**src/srdg_pkg.sv**
```systemverilog
// ----------------------------------------------------------------------------
// srdg_pkg
// Shared types, constants and helpers for the stepper ramp delay generator.
// ----------------------------------------------------------------------------
package srdg_pkg;

   // divider operand width: ramp and step distances fit in 24 bits
   localparam int DIV_W         = 24;
   localparam int DIV_CNT_W     = $clog2(DIV_W);
   localparam int CFG_W         = 24;
   localparam int CSR_IDX_W     = 2;
   localparam int POS_WIDTH_DEF = 24;

   localparam logic [7:0] MAX_DELAY = 8'd255;
   localparam logic [7:0] MIN_DELAY = 8'd1;

   // register indexes
   localparam logic [CSR_IDX_W-1:0] CSR_STEPS_PER_REV = 2'd0;
   localparam logic [CSR_IDX_W-1:0] CSR_ACCEL         = 2'd1;
   localparam logic [CSR_IDX_W-1:0] CSR_END_POS       = 2'd2;

   // reset values of the registers
   localparam logic [15:0] SPR_RESET     = 16'd3200;
   localparam logic [7:0]  ACCEL_RESET   = 8'd100;
   localparam logic [23:0] END_POS_RESET = 24'd20000;

   typedef struct packed {
      logic [15:0] steps_per_rev;
      logic [7:0]  accel;
      logic [23:0] end_pos;
   } cfg_type;

   typedef struct packed {
      logic             start;
      logic [DIV_W-1:0] dividend;
      logic [DIV_W-1:0] divisor;
   } div_req_type;

   typedef struct packed {
      logic             busy;
      logic             done;
      logic [DIV_W-1:0] quotient;
   } div_rsp_type;

   // saturate a quotient into the 1..255 delay range
   function automatic logic [7:0] clamp_delay(input logic [DIV_W-1:0] q);
      logic [7:0] d;
      if (q > DIV_W'(MAX_DELAY)) begin
         d = MAX_DELAY;
      end else if (q == '0) begin
         d = MIN_DELAY;
      end else begin
         d = q[7:0];
      end
      return d;
   endfunction

endpackage

```
**src/srdg_intf.sv**
```systemverilog
// ----------------------------------------------------------------------------
// srdg request and response interfaces
// Valid/ready channels carrying step requests and step records.
// ----------------------------------------------------------------------------
interface srdg_req_if;
   logic valid;
   logic ready;
   logic restart;

   modport source (output valid, output restart, input ready);
   modport sink   (input valid, input restart, output ready);
endinterface

interface srdg_rsp_if;
   logic       valid;
   logic       ready;
   logic [7:0] delay;
   logic       direction;
   logic       at_end;

   modport source (output valid, output delay, output direction, output at_end,
                   input ready);
   modport sink   (input valid, input delay, input direction, input at_end,
                   output ready);
endinterface

```
**src/srdg_div.sv**
```systemverilog
// ----------------------------------------------------------------------------
// srdg_div
// Shared restoring divider, one quotient bit per cycle.
// ----------------------------------------------------------------------------
module srdg_div
   import srdg_pkg::*;
(
   input  logic        clock,
   input  logic        reset,
   input  div_req_type div_req,
   output div_rsp_type div_rsp
);

   logic                 busy_ff, busy_in;
   logic                 done_ff, done_in;
   logic [DIV_CNT_W-1:0] cnt_ff, cnt_in;
   logic [DIV_W-1:0]     rem_ff, rem_in;
   logic [DIV_W-1:0]     quo_ff, quo_in;
   logic [DIV_W-1:0]     dsr_ff, dsr_in;
   logic [DIV_W:0]       rem_sh;

   // shift in the next dividend bit and try the subtract
   always_comb begin
      busy_in = busy_ff;
      done_in = 1'b0;
      cnt_in  = cnt_ff;
      rem_in  = rem_ff;
      quo_in  = quo_ff;
      dsr_in  = dsr_ff;
      rem_sh  = {rem_ff, quo_ff[DIV_W-1]};
      if (div_req.start) begin
         busy_in = 1'b1;
         cnt_in  = '0;
         rem_in  = '0;
         quo_in  = div_req.dividend;
         dsr_in  = div_req.divisor;
      end else if (busy_ff) begin
         if (rem_sh >= {1'b0, dsr_ff}) begin
            rem_in = DIV_W'(rem_sh - {1'b0, dsr_ff});
            quo_in = {quo_ff[DIV_W-2:0], 1'b1};
         end else begin
            rem_in = rem_sh[DIV_W-1:0];
            quo_in = {quo_ff[DIV_W-2:0], 1'b0};
         end
         cnt_in = cnt_ff + 1'b1;
         if (cnt_ff == DIV_CNT_W'(DIV_W - 1)) begin
            busy_in = 1'b0;
            done_in = 1'b1;
         end
      end
   end

   always_ff @(posedge clock) begin
      if (reset) begin
         busy_ff <= 1'b0;
         done_ff <= 1'b0;
         cnt_ff  <= '0;
      end else begin
         busy_ff <= busy_in;
         done_ff <= done_in;
         cnt_ff  <= cnt_in;
      end
      rem_ff <= rem_in;
      quo_ff <= quo_in;
      dsr_ff <= dsr_in;
   end

   assign div_rsp.busy     = busy_ff;
   assign div_rsp.done     = done_ff;
   assign div_rsp.quotient = quo_ff;

endmodule

```
**src/srdg_ctrl.sv**
```systemverilog
// ----------------------------------------------------------------------------
// srdg_ctrl
// Step sequencer: position and direction state, ramp selection, result word.
// ----------------------------------------------------------------------------
module srdg_ctrl
   import srdg_pkg::*;
#(
   parameter int POS_WIDTH = POS_WIDTH_DEF
)
(
   input  logic         clock,
   input  logic         reset,
   input  cfg_type      cfg,
   srdg_req_if.sink     req_ch,
   srdg_rsp_if.source   rsp_ch,
   output div_req_type  div_req,
   input  div_rsp_type  div_rsp
);

   localparam int CMP_W = (POS_WIDTH > DIV_W) ? POS_WIDTH : DIV_W;

   localparam logic [2:0] ST_IDLE  = 3'd0;
   localparam logic [2:0] ST_RAMP  = 3'd1;
   localparam logic [2:0] ST_SEL   = 3'd2;
   localparam logic [2:0] ST_DELAY = 3'd3;
   localparam logic [2:0] ST_DONE  = 3'd4;

   logic [2:0]           state_ff, state_in;
   logic [POS_WIDTH-1:0] pos_ff, pos_in;
   logic                 dir_ff, dir_in;
   logic [DIV_W-1:0]     ramp_ff, ramp_in;
   logic [7:0]           res_delay_ff, res_delay_in;
   logic                 res_hit_ff, res_hit_in;
   logic                 out_valid_ff, out_valid_in;
   logic [7:0]           out_delay_ff, out_delay_in;
   logic                 out_dir_ff, out_dir_in;
   logic                 out_hit_ff, out_hit_in;

   logic                 accept;
   logic [CMP_W-1:0]     pos_ext, tot_ext, ramp_ext, half_ext, rel_ext, dist_ext;
   logic [CMP_W:0]       rel_ramp_sum;
   logic [DIV_W-1:0]     ramp_dividend;

   assign accept = req_ch.valid && req_ch.ready;

   // 255 * steps_per_rev as a shift and subtract
   assign ramp_dividend = ({8'd0, cfg.steps_per_rev} << 8) - {8'd0, cfg.steps_per_rev};

   // operands of the ramp selection, at one common width
   assign pos_ext      = CMP_W'(pos_ff);
   assign tot_ext      = CMP_W'(cfg.end_pos);
   assign ramp_ext     = CMP_W'(ramp_ff);
   assign half_ext     = tot_ext >> 1;
   assign rel_ext      = (pos_ext == '0) ? CMP_W'(1) : pos_ext;
   assign dist_ext     = tot_ext - rel_ext;
   assign rel_ramp_sum = {1'b0, rel_ext} + {1'b0, ramp_ext};

   // sequence one step through the shared divider
   always_comb begin
      state_in     = state_ff;
      pos_in       = pos_ff;
      dir_in       = dir_ff;
      ramp_in      = ramp_ff;
      res_delay_in = res_delay_ff;
      res_hit_in   = res_hit_ff;
      out_valid_in = out_valid_ff;
      out_delay_in = out_delay_ff;
      out_dir_in   = out_dir_ff;
      out_hit_in   = out_hit_ff;
      div_req      = '0;

      if (out_valid_ff && rsp_ch.ready) begin
         out_valid_in = 1'b0;
      end

      case (state_ff)
         ST_IDLE: begin
            if (accept) begin
               if (req_ch.restart) begin
                  pos_in = '0;
                  dir_in = 1'b0;
               end
               div_req.start    = 1'b1;
               div_req.dividend = ramp_dividend;
               div_req.divisor  = (cfg.accel == '0) ? DIV_W'(1) : DIV_W'(cfg.accel);
               state_in         = ST_RAMP;
            end
         end
         ST_RAMP: begin
            if (div_rsp.done) begin
               ramp_in  = div_rsp.quotient;
               state_in = ST_SEL;
            end
         end
         ST_SEL: begin
            res_hit_in = 1'b0;
            if (pos_ext >= tot_ext) begin
               // end of move: slowest delay, reverse
               res_delay_in = MAX_DELAY;
               res_hit_in   = 1'b1;
               dir_in       = ~dir_ff;
               pos_in       = '0;
               state_in     = ST_DONE;
            end else begin
               pos_in           = pos_ff + 1'b1;
               div_req.dividend = ramp_ff;
               if (half_ext <= ramp_ext) begin
                  // short move: switch at the half-way point
                  div_req.start   = 1'b1;
                  div_req.divisor = (rel_ext <= half_ext) ? rel_ext[DIV_W-1:0]
                                                          : dist_ext[DIV_W-1:0];
                  state_in        = ST_DELAY;
               end else if (rel_ext <= ramp_ext) begin
                  div_req.start   = 1'b1;
                  div_req.divisor = rel_ext[DIV_W-1:0];
                  state_in        = ST_DELAY;
               end else if (rel_ramp_sum >= {1'b0, tot_ext}) begin
                  div_req.start   = 1'b1;
                  div_req.divisor = dist_ext[DIV_W-1:0];
                  state_in        = ST_DELAY;
               end else begin
                  // cruise
                  res_delay_in = MIN_DELAY;
                  state_in     = ST_DONE;
               end
            end
         end
         ST_DELAY: begin
            if (div_rsp.done) begin
               res_delay_in = clamp_delay(div_rsp.quotient);
               state_in     = ST_DONE;
            end
         end
         ST_DONE: begin
            // hold until the output register is free
            if (!out_valid_ff || rsp_ch.ready) begin
               out_valid_in = 1'b1;
               out_delay_in = res_delay_ff;
               out_dir_in   = dir_ff;
               out_hit_in   = res_hit_ff;
               state_in     = ST_IDLE;
            end
         end
         default: begin
            state_in = ST_IDLE;
         end
      endcase
   end

   always_ff @(posedge clock) begin
      if (reset) begin
         state_ff     <= ST_IDLE;
         pos_ff       <= '0;
         dir_ff       <= 1'b0;
         out_valid_ff <= 1'b0;
      end else begin
         state_ff     <= state_in;
         pos_ff       <= pos_in;
         dir_ff       <= dir_in;
         out_valid_ff <= out_valid_in;
      end
      ramp_ff      <= ramp_in;
      res_delay_ff <= res_delay_in;
      res_hit_ff   <= res_hit_in;
      out_delay_ff <= out_delay_in;
      out_dir_ff   <= out_dir_in;
      out_hit_ff   <= out_hit_in;
   end

   assign req_ch.ready     = (state_ff == ST_IDLE);
   assign rsp_ch.valid     = out_valid_ff;
   assign rsp_ch.delay     = out_delay_ff;
   assign rsp_ch.direction = out_dir_ff;
   assign rsp_ch.at_end    = out_hit_ff;

   // an accepted word starts the ramp division
   a_accept_starts_div: assert property (@(posedge clock) disable iff (reset)
      accept |=> (state_ff == ST_RAMP) && div_rsp.busy)
      else $error("accepted word did not start the ramp division");

   // the delay division finishes only on the divider's done
   a_delay_waits_div: assert property (@(posedge clock) disable iff (reset)
      (state_ff == ST_DELAY) && !div_rsp.done |=> state_ff == ST_DELAY)
      else $error("delay state left before division finished");

   // a delivered delay is never zero
   a_delay_nonzero: assert property (@(posedge clock) disable iff (reset)
      out_valid_ff |-> out_delay_ff != 8'd0)
      else $error("zero delay on response");

   // an end-of-move word carries the slowest delay
   a_end_slowest: assert property (@(posedge clock) disable iff (reset)
      out_valid_ff && out_hit_ff |-> out_delay_ff == MAX_DELAY)
      else $error("end-of-move word without slowest delay");

endmodule

```
**src/stepper_ramp_delay_generator.sv**
```systemverilog
// ----------------------------------------------------------------------------
// stepper_ramp_delay_generator
// Trapezoidal ramp step delay generator for a stepper motor.
// ----------------------------------------------------------------------------
// Each word on req_ch is one step request; restart = 1 clears position and
// direction before the step. Each request yields exactly one word on rsp_ch:
// the step delay (1 fastest .. 255 slowest), the direction after any
// reversal, and at_end when the step reached end_pos.
// Registers steps_per_rev, accel and end_pos are written through csr_wr_en,
// csr_index and csr_data, one write per cycle; the user must write them only
// while no step is in flight, as the block itself does not enforce it.
// One shared restoring divider does all the divisions, one quotient bit per
// cycle. A ramp step needs two divisions (ramp length, then the delay); a
// cruise or end-of-move step needs only the first.
// req_ch.ready is high only between steps, so a new request is accepted only
// once the previous step has been handed to the output register.
// Reset clears position and direction, the divider control state and the
// output valid flag, and restores the register defaults. A stalled receiver
// holds the response word in the output register; the next step may run
// meanwhile and waits for that register to drain before it completes.
// ----------------------------------------------------------------------------
module stepper_ramp_delay_generator
   import srdg_pkg::*;
#(
   parameter int POS_WIDTH = POS_WIDTH_DEF
)
(
   input  logic                 clock,
   input  logic                 reset,
   srdg_req_if.sink             req_ch,
   srdg_rsp_if.source           rsp_ch,
   input  logic                 csr_wr_en,
   input  logic [CSR_IDX_W-1:0] csr_index,
   input  logic [CFG_W-1:0]     csr_data
);

   logic [15:0] spr_ff, spr_in;
   logic [7:0]  accel_ff, accel_in;
   logic [23:0] end_pos_ff, end_pos_in;
   cfg_type     cfg;
   div_req_type div_req;
   div_rsp_type div_rsp;

   // decode register writes; unknown indexes are dropped
   always_comb begin
      spr_in     = spr_ff;
      accel_in   = accel_ff;
      end_pos_in = end_pos_ff;
      if (csr_wr_en) begin
         case (csr_index)
            CSR_STEPS_PER_REV: spr_in     = csr_data[15:0];
            CSR_ACCEL:         accel_in   = csr_data[7:0];
            CSR_END_POS:       end_pos_in = csr_data[23:0];
            default: begin
            end
         endcase
      end
   end

   always_ff @(posedge clock) begin
      if (reset) begin
         spr_ff     <= SPR_RESET;
         accel_ff   <= ACCEL_RESET;
         end_pos_ff <= END_POS_RESET;
      end else begin
         spr_ff     <= spr_in;
         accel_ff   <= accel_in;
         end_pos_ff <= end_pos_in;
      end
   end

   assign cfg.steps_per_rev = spr_ff;
   assign cfg.accel         = accel_ff;
   assign cfg.end_pos       = end_pos_ff;

   srdg_ctrl #(
      .POS_WIDTH (POS_WIDTH)
   ) u_ctrl (
      .clock   (clock),
      .reset   (reset),
      .cfg     (cfg),
      .req_ch  (req_ch),
      .rsp_ch  (rsp_ch),
      .div_req (div_req),
      .div_rsp (div_rsp)
   );

   srdg_div u_div (
      .clock   (clock),
      .reset   (reset),
      .div_req (div_req),
      .div_rsp (div_rsp)
   );

endmodule

```
**src/flat_wrapper.sv**
```systemverilog
// flat-port wrapper written by rule: the top's interface ports become plain ports
module stepper_ramp_delay_generator_flat import srdg_pkg::*;
#(
   parameter int POS_WIDTH = POS_WIDTH_DEF
)
  (clock, reset, csr_wr_en, csr_index, csr_data, req_ch_valid, req_ch_restart, req_ch_ready, rsp_ch_valid, rsp_ch_delay, rsp_ch_direction, rsp_ch_at_end, rsp_ch_ready);
  srdg_req_if req_ch_i ();
  srdg_rsp_if rsp_ch_i ();
  input  logic clock;
  input  logic reset;
  input  logic csr_wr_en;
  input  logic [CSR_IDX_W-1:0] csr_index;
  input  logic [CFG_W-1:0] csr_data;
  input wire logic [$bits(req_ch_i.valid)-1:0] req_ch_valid;
  input wire logic [$bits(req_ch_i.restart)-1:0] req_ch_restart;
  output wire logic [$bits(req_ch_i.ready)-1:0] req_ch_ready;
  output wire logic [$bits(rsp_ch_i.valid)-1:0] rsp_ch_valid;
  output wire logic [$bits(rsp_ch_i.delay)-1:0] rsp_ch_delay;
  output wire logic [$bits(rsp_ch_i.direction)-1:0] rsp_ch_direction;
  output wire logic [$bits(rsp_ch_i.at_end)-1:0] rsp_ch_at_end;
  input wire logic [$bits(rsp_ch_i.ready)-1:0] rsp_ch_ready;
  assign req_ch_i.valid = req_ch_valid;
  assign req_ch_i.restart = req_ch_restart;
  assign req_ch_ready = req_ch_i.ready;
  assign rsp_ch_valid = rsp_ch_i.valid;
  assign rsp_ch_delay = rsp_ch_i.delay;
  assign rsp_ch_direction = rsp_ch_i.direction;
  assign rsp_ch_at_end = rsp_ch_i.at_end;
  assign rsp_ch_i.ready = rsp_ch_ready;
  stepper_ramp_delay_generator #(.POS_WIDTH(POS_WIDTH)) u_core (.clock(clock), .reset(reset), .req_ch(req_ch_i), .rsp_ch(rsp_ch_i), .csr_wr_en(csr_wr_en), .csr_index(csr_index), .csr_data(csr_data));
endmodule
```
**config.mk**
```make
export PLATFORM = sky130hd
export DESIGN_NAME = stepper_ramp_delay_generator_flat
export DESIGN_NICKNAME = d
export VERILOG_FILES = /design/src/srdg_pkg.sv /design/src/srdg_intf.sv /design/src/srdg_div.sv /design/src/srdg_ctrl.sv /design/src/stepper_ramp_delay_generator.sv /design/src/flat_wrapper.sv
export SDC_FILE = /design/constraint.sdc
export NUM_CORES = 1
export LEC_CHECK = 0
export BUFFER_PORTS_ARGS = -buffer_cell sky130_fd_sc_hd__clkbuf_2
export CAP_MARGIN = 20
export CORE_MARGIN = 1.5
export CORE_UTILIZATION = 40
export CTS_CLUSTER_SIZE = 30
export DETAILED_ROUTE_END_ITERATION = 10
export PLACE_DENSITY_LB_ADDON = 0.15
export SLEW_MARGIN = 10
export SYNTH_ARGS = -nofsm -noshare
export SYNTH_HDL_FRONTEND = slang
export SYNTH_SLANG_ARGS = --single-unit
```
**constraint.sdc**
```tcl
create_clock -name clock -period 6.9 [get_ports clock]
set_input_delay 1.035 -clock clock [delete_from_list [all_inputs] [get_ports clock]]
set_output_delay 1.035 -clock clock [all_outputs]
set_load 0.02 [all_outputs]
```
==> results.json <==
{
  "gp_congestion": 0.9406,
  "hpwl_mm": 36.19,
  "dr.pass1.iters": 5,
  "cap_violations": 0,
  "hp-class": "flop to flop",
  "finalHoldViolCount": 0,
  "syn-num-nets": 1970,
  "rsz0062_at_grt": "no",
  "arrival_ns": 6.55,
  "seq_area_frac_synth": 0.3259,
  "synthArstFlopShare": 0,
  "worst_path_max_delay_cell": "a2111oi_1",
  "drtIter0Drc": 906,
  "dpl-instance-area_um2": 15920,
  "grt_overflow": 0,
  "irDropWorstVdd_v": 0.0002290,
  "finalCritPeriodShare": 0.9234,
  "drt_wl_total_mm": 45.90,
  "ys_seq_elements": 199,
  "yosysWarnings": 0,
  "ant_nets": 0,
  "synthSimpleGateAreaFrac": 0.1595,
  "cp_max_fo": 10,
  "final_util": 0.4510,
  "worst_setup_path_start_kind": "flop",
  "cts_inserted_buffers": 17,
  "synthFlopType": "dfxtp_1",
  "crit_required_ns": 7.07,
  "synthAdderAreaFrac": 0.1680,
  "port_buffers": 43,
  "clockBufferDepth": 2,
  "slew_violations": 0,
  "grt_max_degree": 64,
  "initial_utilization": 0.4083,
  "setup_viol": 0,
  "root_buffer": "clkbuf_16",
  "rows": 70,
  "syn_inst": 1743,
  "stdcell_count": 2263,
  "synth-compound-area-share": 0.2099,
  "syn_avg_cell_area_um2": 8.618,
  "final_cell_area_um2": 16590,
  "p_leak_nw": 7.017,
  "worst_pin_slew_ns": 1.088,
  "max-slew-margin-rel": 0.2727,
  "cp_top_family": "compound AO/OA/AOI/OAI gates",
  "clkSinkCount": 199,
  "grt_pass1_vias": 12430,
  "run_status": "completed",
  "synthXorXnorAreaFrac": 0.06414,
  "crit_buf_inv": 5,
  "ios": 44,
  "die_area_um2": 38720,
  "synth_edf_count": 91,
  "antenna_found_initial": 0,
  "layout-drive-gt1-share": 0.09526,
  "wl_per_cell_um": 20.28,
  "clk_pin_slew_ns": 0.08,
  "synth.distinct_cells": 83,
  "vias": 12840,
  "synthMuxAreaShare": 0.01066,
  "htreeDepth": 4,
  "synth_top_family_by_area": "compound AO/OA/AOI/OAI gates",
  "path_class": "flop to flop",
  "grt_pass1_wl_mm": 70.44,
  "clock_latency_ns": 0.47,
  "finClkSkew_ns": 0.01145,
  "vias_per_cell": 5.673,
  "die_y_um": 196.8,
  "track_usage": 0.2390,
  "layout.nets": 2009,
  "syn2layout_area_growth_pct": 10.45,
  "num_antenna_cells": 0,
  "die_x_um": 196.8,
  "syn_area_um2": 15020,
  "max_freq_mhz": 157.0,
  "min_period_ns": 6.371,
  "slowest_delay_ns": 0.49,
  "drc_errors": 0,
  "end_kind": "flop",
  "p_total_mw": 4.129,
  "setup_ws_ns": 0.5286,
  "cts_tree": "built",
  "core_um2": 36790,
  "power_density_nw_per_um2": 248.9,
  "dp.cells": 2228,
  "post-place-ws_ns": -0.07756
}
[power breakdown]
group	switching, mW	leakage (nW)	internal, mW	total (mW)
sequential	0.151	1.75	1.45	1.60
combinational	0.872	4.98	0.640	1.51
clock	0.518	0.292	0.503	1.02
total	1.54	7.02	2.59	4.13
[worst reg2reg max path, delay by kind of cell, from the launching register on]
family / cells / cell delay (ns)
adders and majority gates: 3 / 0.75
DFF: 1 / 0.34
and+or+nand+nor: 7 / 1.38
buffers and inverters: 5 / 0.77
AOI/OAI and AO/OA: 13 / 2.70
xor gates and xnor gates: 1 / 0.16
[routing by layer]
layer / global-route usage / up-vias / routed length, um
li1: - / 6344 / -
met1: 0.3140 / 6129 / 20770
met2: 0.4058 / 317 / 21970
met3: 0.03679 / 47 / 2199
met4: 0.06785 / 0 / 962
met5: 0 / - / 0
[registers in the layout (all words and copies together) (netlist names), 3 cells and up]
| register | flops |
|---|---|
| u_core.u_ctrl.pos_ext | 24 |
| u_core.u_ctrl.state_ff | 3 |
| u_core.spr_ff | 16 |
| u_core.end_pos_ff | 24 |
| u_core.u_ctrl.rsp_ch.delay | 8 |
| u_core.u_ctrl.res_delay_ff | 8 |
| u_core.u_div.rem_ff | 24 |
| u_core.u_div.dsr_ff | 24 |
| u_core.u_div.quo_ff | 24 |
| u_core.u_div.cnt_ff | 5 |
| u_core.u_ctrl.ramp_ext | 24 |
| u_core.accel_ff | 8 |
[cells in the final DEF, fill, tap and decap left out, types with 8 or more instances in the layout]
master,instances
nand4_1,31
or4_1,9
a211o_1,14
clkbuf_2,43
nor4_1,22
or2_2,8
o21ai_0,92
a31oi_1,12
nand3_1,34
o21bai_1,14
o221ai_1,8
nor2b_1,16
nand2b_1,10
o211ai_1,13
nor3_1,30
nor2_1,142
a21o_1,50
ha_1,192
mux2i_1,16
a211oi_1,12
a21oi_1,151
o31ai_1,9
buf_4,52
inv_1,152
xnor2_1,78
dfxtp_1,108
a22oi_1,16
edfxtp_1,91
clkbuf_16,17
nand2_1,145
o21a_1,21
xor2_1,32
and2_1,10
[area by class of cell]
type	count	area [um2]
Tap cell	468	585.6
Fill cell	3697	20190
Clock buffer	20	456.7
Multi-Input combinational cell	1309	9251
Clock inverter	12	133.9
Timing Repair Buffer	99	680.7
Sequential cell	199	4895
Inverter	156	588.1
[metrics by stage]
step | hold WS [ns] | TNS (ns)
floorplan | 0.4003 | 0
finish | 0.4275 | 0
global route | 0.4339 | 0
CTS | 0.4249 | 0
detailed placement | 0.4052 | -2.124
global placement | 0.4085 | 0
[synthesized netlist by cell type (21+ instances only)]
| library cell | number | area share |
|---|---|---|
| dfxtp_1 | 108 | 0.14 |
| inv_1 | 153 | 0.038 |
| xor2_1 | 32 | 0.019 |
| nor2_1 | 142 | 0.035 |
| nor4_1 | 23 | 0.0096 |
| a21o_1 | 50 | 0.025 |
| xnor2_1 | 78 | 0.045 |
| nand3_1 | 34 | 0.011 |
| nor3_1 | 30 | 0.010 |
| nand2_1 | 145 | 0.036 |
| ha_1 | 192 | 0.16 |
| o21ai_0 | 95 | 0.032 |
| edfxtp_1 | 91 | 0.18 |
| o21a_1 | 21 | 0.010 |
| a21oi_1 | 152 | 0.051 |
| clkbuf_1 | 61 | 0.015 |
| nand4_1 | 31 | 0.013 |
[final timing paths]
path | from | endpoint | slack [ns] | depth (start not counted)
worst max-delay path | u_core.u_ctrl.pos_ext[0] | u_core.u_div.quo_ff[7] | 0.53 | 29
worst min-delay path | u_core.u_ctrl.res_delay_ff[4] | u_core.u_ctrl.rsp_ch.delay[4] | 0.43 | 0
worst max register to register | u_core.u_ctrl.pos_ext[0] | u_core.u_div.quo_ff[7] | 0.53 | 29
worst min register to register | u_core.u_ctrl.res_delay_ff[4] | u_core.u_ctrl.rsp_ch.delay[4] | 0.43 | 0
[cells by family (layout without fill, tap and decap cells)]
| group | Yosys count | count (layout) |
|---|---|---|
| flip-flops | 199 | 199 |
| adder cells (fa/ha/maj) | 201 | 201 |
| XOR/XNOR | 110 | 110 |
| AND/OR/NAND/NOR | 498 | 498 |
| buffers and inverters | 235 | 287 |
| multiplexers | 16 | 16 |
| AO/OA/AOI/OAI | 484 | 484 |
[repair_timing]
item                                    CTS  global route
resized for setup                         1            13
endpoints found under the hold margin     0             0
pin swaps                                 0             4
setup buffers                             0             1
endpoints found under the setup margin   34           128
hold buffers                              0             0
Power figures use the tool's default switching activity.
